[config.mk]
export PLATFORM = sky130hd
export DESIGN_NAME = ckb_search
export DESIGN_NICKNAME = d
export VERILOG_FILES = /design/src/sv/ckb_pkg.sv /design/src/sv/ckb_search.sv
export SDC_FILE = /design/constraint.sdc
export NUM_CORES = 1
export LEC_CHECK = 0
export BUFFER_PORTS_ARGS = -buffer_cell sky130_fd_sc_hd__buf_2
export CAP_MARGIN = 5
export CELL_PAD_IN_SITES_DETAIL_PLACEMENT = 1
export CELL_PAD_IN_SITES_GLOBAL_PLACEMENT = 2
export CORE_AREA = 3 3 202 204
export DETAILED_ROUTE_END_ITERATION = 10
export DIE_AREA = 0 0 205 207
export GPL_TIMING_DRIVEN = 0
export PLACE_DENSITY_LB_ADDON = 0.1
export SETUP_SLACK_MARGIN = 0.15
export SLEW_MARGIN = 15
export SYNTH_ARGS = -nofsm -noshare
export SYNTH_HDL_FRONTEND = slang
export SYNTH_SLANG_ARGS = --single-unit
[constraint.sdc]
create_clock -name vclk -period 2.6
set_clock_uncertainty 0.15 [all_clocks]
set_input_delay 0.13 -clock vclk [all_inputs]
set_output_delay 0.13 -clock vclk [all_outputs]
set_load 0.005 [all_outputs]
[src/sv/ckb_pkg.sv]
// shared types and constants for the coincidence kernel backprojector
`timescale 1ns / 1ps
`default_nettype none
package ckb_pkg;

  localparam int MAP_ENTRIES = 1024;
  localparam int GROUP_SIZE  = 64;
  localparam int KERNEL_TAPS = 16;
  localparam int IMAGE_COLS  = 128;
  localparam int IMAGE_ROWS  = 64;
  localparam int CHAN_W      = 8;
  localparam int ROW_W       = GROUP_SIZE * CHAN_W;
  localparam int LOC_W       = 6;

  typedef enum logic [1:0] {
    ACT_MAP_LOAD  = 2'd0,
    ACT_KERN_LOAD = 2'd1,
    ACT_EVENT     = 2'd2,
    ACT_PIX_READ  = 2'd3
  } action_t;

  typedef enum logic [2:0] {
    S_CLEAR,
    S_IDLE,
    S_MAP_WB,
    S_LOOK0,
    S_LOOK1,
    S_TAP,
    S_PIX,
    S_DONE
  } state_t;

  typedef struct packed {
    logic             found;
    logic [LOC_W-1:0] index;
  } match_t;

endpackage
`default_nettype wire

[src/sv/ckb_search.sv]
// parallel channel search over one map group, lowest entry wins
`timescale 1ns / 1ps
`default_nettype none
module ckb_search (
  input  wire logic [ckb_pkg::ROW_W-1:0] row,
  input  wire logic                      en,
  input  wire logic [5:0]                chan,
  output ckb_pkg::match_t                m
);

  always_comb begin
    m = '0;
    for (int i = ckb_pkg::GROUP_SIZE - 1; i >= 0; i--) begin
      if (en && row[i*ckb_pkg::CHAN_W +: ckb_pkg::CHAN_W] == {2'b00, chan}) begin
        m.found = 1'b1;
        m.index = ckb_pkg::LOC_W'(i);
      end
    end
  end

endmodule
`default_nettype wire

==> flow_metrics.env, run 1 <==
export IMPL_rsz0062_at_grt="yes"
export IMPL_grt_antenna_before_repair=15
export IMPL_ant_nets=0
export IMPL_ir_worst_vdd_uv=73.70
export IMPL_syn_to_layout_area_delta_pct=78.93
export IMPL_timing_setup_tns_ps=-113.8
export IMPL_die_h_um=207
export IMPL_dp_slack_ps=-1116
export IMPL_regArea_um2=0
export IMPL_worst_path_max_fanout=7
export IMPL_final_wtd_congestion=0.7693
export IMPL_start_util_pct=15.70
export IMPL_detail_route_first_pass_iterations=5
export IMPL_synthesis_area_per_instance_um2=7.202
export IMPL_post_synthesis_net_count=1379
export IMPL_timing_worst_slew_pin_value_ps=594.3
export IMPL_place_detailed_hpwl_mm=38.97
export IMPL_synthesis_area_um2=6193
export IMPL_critPathKind="in2out"
export IMPL_detailedRoute_firstIterationViolations=260
export IMPL_globalRouteOverflowTotal=0
export IMPL_final_period_utilization_pct=101.8
export IMPL_timing_final_max_slew_violations=0
export IMPL_critPathLaunchType="input pin"
export IMPL_max_cap_viol_count=0
export IMPL_wl_per_cell_um=23.81
export IMPL_row_count=73
export IMPL_io_pins=526
export IMPL_synth_yosys_warnings=0
export IMPL_global_route_wire_length_before_repair_mm=64.69
export IMPL_drc=0
export IMPL_cp_required_ps=2320
export IMPL_hold_path_class="in2out"
export IMPL_detail_route_vias_per_cell=4.226
export IMPL_setup_viol=4
export IMPL_routed_wl_mm=47.02
export IMPL_worst_ep_arrival_time_ps=2370
export IMPL_synth_yosys_seq_area_share_pct=0
export IMPL_end_kind="primary output"
export IMPL_groute_usage_overall_pct=20.93
export IMPL_grt_start_max_net_pins=12
export IMPL_layout_sequential_cells=0
export IMPL_fp_dieArea_um2=42440
export IMPL_drive_above_1_share_pct=50.07
export IMPL_die_width_um=205
export IMPL_synth_instances=860
export IMPL_fmax_ghz=0.3778
export IMPL_utilization_pct=28.09
export IMPL_postLayoutSetupSlackWorst_ps=-47.00
export IMPL_core_region_area_um2=39460
export IMPL_grt_pass1_vias=9238
export IMPL_power_density_nw_per_um2=154.7
export IMPL_hold_viol=0
export IMPL_vias=8347
export IMPL_place_port_buffers=520
export IMPL_design_final_nets=1967
export IMPL_worst_slew_margin_relative_to_its_limit_pct=60.05
export IMPL_violations="setup timing"
export IMPL_final_clkbuf_count=0
export IMPL_timing_final_crit_period_ps=2647
export IMPL_yosysUniqueCellTypes=58
export IMPL_power_static_leakage_nw=5.281
export IMPL_status="finished with violations"
cells in the mapped netlist, types with 2 or more instances:
cell | instances | share of area [%]
sky130_fd_sc_hd__xor2_1 | 270 | 38
sky130_fd_sc_hd__xnor2_1 | 114 | 16
sky130_fd_sc_hd__nor3_1 | 82 | 6.6
sky130_fd_sc_hd__nor2_1 | 79 | 4.8
sky130_fd_sc_hd__nand3_1 | 61 | 4.9
sky130_fd_sc_hd__nand4_1 | 39 | 3.9
sky130_fd_sc_hd__nand2_1 | 29 | 1.8
sky130_fd_sc_hd__buf_6 | 28 | 5.1
sky130_fd_sc_hd__nor4_1 | 20 | 2.0
sky130_fd_sc_hd__a21oi_1 | 16 | 1.3
sky130_fd_sc_hd__buf_4 | 9 | 1.1
sky130_fd_sc_hd__nor4b_1 | 8 | 1.1
sky130_fd_sc_hd__nor2b_1 | 6 | 0.61
sky130_fd_sc_hd__o21ai_0 | 6 | 0.48
sky130_fd_sc_hd__or3_1 | 6 | 0.61
sky130_fd_sc_hd__buf_2 | 5 | 0.40
sky130_fd_sc_hd__buf_8 | 5 | 1.2
sky130_fd_sc_hd__nand2b_1 | 5 | 0.51
sky130_fd_sc_hd__nor4_2 | 5 | 1.0
sky130_fd_sc_hd__inv_1 | 4 | 0.24
sky130_fd_sc_hd__nor3b_1 | 4 | 0.48
sky130_fd_sc_hd__o211ai_1 | 4 | 0.48
sky130_fd_sc_hd__o21ai_1 | 4 | 0.32
sky130_fd_sc_hd__o31ai_1 | 4 | 0.48
sky130_fd_sc_hd__a2111oi_0 | 3 | 0.42
sky130_fd_sc_hd__o2111ai_1 | 3 | 0.42
sky130_fd_sc_hd__or2_1 | 3 | 0.30
sky130_fd_sc_hd__or3b_2 | 3 | 0.42
sky130_fd_sc_hd__a211oi_1 | 2 | 0.24
sky130_fd_sc_hd__and3_1 | 2 | 0.20
sky130_fd_sc_hd__and4_1 | 2 | 0.28
sky130_fd_sc_hd__nand4b_1 | 2 | 0.28
sky130_fd_sc_hd__or3b_1 | 2 | 0.28
path summary, 6_finish.rpt:
kind  startpoint    to  slack (ps)  cells after the start
min     row[263]  m[1]         770                      6
max      chan[2]  m[1]         -50                     12
where the power goes:
group	switching, mW	internal (mW)
sequential	0	0
combinational	0.837	0.877
clock	0	0.000000206
total	0.837	0.877
placed cells by master (no fill, tap or decap), types with 4 or more instances in the layout:
| master | n |
|---|---|
| sky130_fd_sc_hd__nor2_1 | 77 |
| sky130_fd_sc_hd__nor4_4 | 12 |
| sky130_fd_sc_hd__nor2b_1 | 5 |
| sky130_fd_sc_hd__buf_6 | 13 |
| sky130_fd_sc_hd__nor4_2 | 8 |
| sky130_fd_sc_hd__nand2_1 | 22 |
| sky130_fd_sc_hd__nand3_1 | 58 |
| sky130_fd_sc_hd__nand2b_1 | 4 |
| sky130_fd_sc_hd__o211ai_1 | 4 |
| sky130_fd_sc_hd__nand2_2 | 8 |
| sky130_fd_sc_hd__nor4_1 | 5 |
| sky130_fd_sc_hd__a21oi_1 | 12 |
| sky130_fd_sc_hd__buf_16 | 6 |
| sky130_fd_sc_hd__nand4_1 | 39 |
| sky130_fd_sc_hd__xnor2_1 | 113 |
| sky130_fd_sc_hd__buf_8 | 6 |
| sky130_fd_sc_hd__buf_12 | 28 |
| sky130_fd_sc_hd__xor2_2 | 8 |
| sky130_fd_sc_hd__nor4b_2 | 6 |
| sky130_fd_sc_hd__diode_2 | 4 |
| sky130_fd_sc_hd__buf_2 | 516 |
| sky130_fd_sc_hd__o21ai_0 | 6 |
| sky130_fd_sc_hd__xor2_1 | 262 |
| sky130_fd_sc_hd__nor3_1 | 70 |
| sky130_fd_sc_hd__nor3_2 | 10 |
| sky130_fd_sc_hd__or3_1 | 6 |
| sky130_fd_sc_hd__bufbuf_16 | 6 |
| sky130_fd_sc_hd__buf_4 | 59 |
cell families after synthesis:
family / count (synthesis) / synth area share, %
XOR/XNOR: 384 / 54.30
AND/OR/NAND/NOR: 367 / 31.54
AO/OA/AOI/OAI: 56 / 6.001
buffers and inverters: 53 / 8.161
routing by layer:
metal | vias to the layer above | part of all wire (%) | track usage, %
li1 | 4137 | - | -
met3 | 20 | 6.4 | 3.898
met4 | 18 | 0.098 | 0.2357
met1 | 3875 | 41 | 25.28
met5 | - | 0.20 | 0
met2 | 297 | 52 | 40.32
critical path, stage by stage:
cell and delay [ps]:
sky130_fd_sc_hd__buf_16 130, sky130_fd_sc_hd__buf_12 150, sky130_fd_sc_hd__bufbuf_16 290, sky130_fd_sc_hd__xor2_1 170
sky130_fd_sc_hd__nor4b_2 290, sky130_fd_sc_hd__nand3_1 170, sky130_fd_sc_hd__nand2_2 160, sky130_fd_sc_hd__a311oi_1 80
sky130_fd_sc_hd__o211ai_1 320, sky130_fd_sc_hd__a21oi_1 140, sky130_fd_sc_hd__o21ai_1 150, sky130_fd_sc_hd__buf_4 160
final cells by class:
type / count / area (µm²)
Fill cell: 4919 / 28380
Inverter: 4 / 15.01
Buffer: 49 / 879.6
Antenna cell: 4 / 10.01
Tap cell: 525 / 656.9
Multi-Input combinational cell: 807 / 6210
Timing Repair Buffer: 586 / 3311
metrics by stage:
| stage | hold slack [ps] | instances | instance area [µm²] | power [mW] |
|---|---|---|---|---|
| finish | 772.4 | 1975 | 11080 | 1.715 |
| global route | 834.4 | 1974 | 11080 | 1.875 |
| CTS | 779.6 | 1969 | 10990 | 1.742 |
| detailed placement | 782.9 | 1905 | 9453 | 1.494 |
| global placement | 776.6 | 1905 | 9453 | 1.473 |
| floorplan | 452.6 | 860 | 6193 | 0.7632 |
timing repair:
action / 4_1_cts / 5_1_grt
setup buffers: 58 / 2
pin swaps: 55 / 6
gates resized for setup: 183 / 16
hold buffers: 0 / 0
setup endpoints to repair: 7 / 7
gates cloned: 6 / 0
Power figures use the tool's default switching activity.
==> run 2: changes to the inputs <==
--- a/config.mk
+++ b/config.mk
@@ -9,9 +9,9 @@
 export CAP_MARGIN = 5
 export CELL_PAD_IN_SITES_DETAIL_PLACEMENT = 1
 export CELL_PAD_IN_SITES_GLOBAL_PLACEMENT = 2
-export CORE_AREA = 3 3 202 204
+export CORE_AREA = 2 2 207 209
 export DETAILED_ROUTE_END_ITERATION = 10
-export DIE_AREA = 0 0 205 207
+export DIE_AREA = 0 0 209 211
 export GPL_TIMING_DRIVEN = 0
 export PLACE_DENSITY_LB_ADDON = 0.1
 export SETUP_SLACK_MARGIN = 0.15
==> run 2 against run 1 <==
Against the previous run: the flow still finishes with violations (setup timing); wire length up 2.1%; design area up 3.5%; combinational power rose by 3%; die area increased by 3.9%; critical endpoint is now m[0].
==> flow_metrics.env, run 2 (same netlist as run 1, synthesis figures left out) <==
export IMPL_status="finished with violations"
export IMPL_violations="setup timing"
export IMPL_cp_required_ps=2320
export IMPL_timing_worst_slew_pin_value_ps=701.7
export IMPL_placed_cells=1919
export IMPL_rsz0062_at_grt="yes"
export IMPL_hold_ws_ps=816.0
export IMPL_row_count=75
export IMPL_die_width_um=209
export IMPL_min_delay_start="row[254]"
export IMPL_die_h_um=211
export IMPL_worst_ep_arrival_time_ps=2390
export IMPL_io_pins=526
export IMPL_globalRouteOverflowTotal=0
export IMPL_place_port_buffers=520
export IMPL_vias=8550
export IMPL_timing_final_max_slew_violations=0
export IMPL_holdPathEnd="m[0]"
export IMPL_num_fill_cells=5124
export IMPL_grt_start_max_net_pins=12
export IMPL_fmax_ghz=0.3745
export IMPL_start_util_pct=14.83
export IMPL_fp_dieArea_um2=44100
export IMPL_timing_final_crit_period_ps=2670
export IMPL_groute_usage_overall_pct=20.93
export IMPL_final_clkbuf_count=0
export IMPL_detail_route_vias_per_cell=4.250
export IMPL_worst_path_max_fanout=11
export IMPL_end_kind="primary output"
export IMPL_mostFrequentLayoutCells="517 x sky130_fd_sc_hd__buf_2, 259 x sky130_fd_sc_hd__xor2_1, 111 x sky130_fd_sc_hd__xnor2_1"
export IMPL_max_cap_viol_count=0
export IMPL_design_power_total_mw=1.764
export IMPL_design_final_nets=1989
export IMPL_utilization_pct=27.47
export IMPL_critPathLaunchType="input pin"
export IMPL_critPathKind="in2out"
export IMPL_grt_pass1_vias=9364
export IMPL_postLayoutSetupSlackWorst_ps=-69.97
export IMPL_worst_slew_margin_relative_to_its_limit_pct=52.83
export IMPL_final_wtd_congestion=0.7824
export IMPL_place_detailed_hpwl_mm=39.43
export IMPL_ir_worst_vdd_uv=88.60
export IMPL_hold_path_class="in2out"
export IMPL_layout_commonest_cell="sky130_fd_sc_hd__buf_2"
export IMPL_detailedRoute_firstIterationViolations=218
export IMPL_ant_nets=0
export IMPL_regArea_um2=0
export IMPL_grt_antenna_before_repair=11
export IMPL_whs_path_depth=7
export IMPL_detail_route_first_pass_iterations=4
export IMPL_syn_to_layout_area_delta_pct=85.21
export IMPL_final_cells=2012
export IMPL_core_region_area_um2=41760
export IMPL_postCtsHoldBufs=0
export IMPL_drc=0
export IMPL_global_route_wire_length_before_repair_mm=66.07
export IMPL_drive_above_1_share_pct=51.91
export IMPL_layout_sequential_cells=0
export IMPL_power_static_leakage_nw=5.436
export IMPL_routed_wl_mm=48.02
export IMPL_wl_per_cell_um=23.87
export IMPL_setup_viol=3
export IMPL_final_period_utilization_pct=102.7
export IMPL_power_density_nw_per_um2=153.8
export IMPL_hold_viol=0
==> run 2: power by group <==
group	internal [mW]	switching [mW]	total, mW
combinational	0.897	0.867	1.76
sequential	0	0	0
clock	0.000000150	0	0.000000150
total	0.897	0.867	1.76
==> run 2: cell type report <==
type                            instances  area (µm²)  share of cell area [%]
Multi-Input combinational cell        807        6394                   55.74
Inverter                                4       15.01                  0.1309
Tap cell                              539       674.4                   5.879
Antenna cell                            5       12.51                  0.1091
Buffer                                 49       892.1                   7.777
Timing Repair Buffer                  608        3483                   30.37
==> run 2: timing repair <==
action	CTS	global route
setup buffers	71	14
resized for setup	195	41
cloned	3	0
endpoints found under the setup margin	7	7
pin swaps	59	33
==> run 2: critical path, stage by stage <==
cell	delay (ps)
sky130_fd_sc_hd__buf_12	130
sky130_fd_sc_hd__buf_12	170
sky130_fd_sc_hd__buf_8	170
sky130_fd_sc_hd__xor2_1	160
sky130_fd_sc_hd__nor3_1	230
sky130_fd_sc_hd__nand4_1	270
sky130_fd_sc_hd__nand4_1	190
sky130_fd_sc_hd__a21boi_2	100
sky130_fd_sc_hd__a2111oi_4	340
sky130_fd_sc_hd__o21ai_2	140
sky130_fd_sc_hd__a21oi_1	180
sky130_fd_sc_hd__buf_2	170
==> run 2: worst max path at each step <==
stage / startpoint / to / slack [ps] / cells past startpoint
final: chan[2] / m[0] / -70 / 12
after detailed placement: en / m[0] / -1210 / 11
after global routing: chan[2] / m[1] / -170 / 13
after floorplan: chan[4] / m[2] / 480 / 9
after CTS: chan[0] / m[3] / -80 / 14
after global placement: en / m[1] / -1180 / 11
==> run 2: routing by layer <==
layer	up-vias	track usage, %	routed length [µm]
li1	4180	-	-
met1	4023	25.51	20180
met2	303	39.76	24840
met3	26	3.895	2696
met4	18	0.9360	172
met5	-	0	125
==> run 2: per-stage QoR <==
step	worst slack (ps)	instance area [µm²]	TNS [ps]
after floorplan	478.0	6193	0
after global placement	-1184	9470	-6798
after detailed placement	-1215	9483	-6746
after CTS	-78.27	11110	-303.7
after global routing	-166.1	11460	-781.1
final	-69.97	11470	-157.5
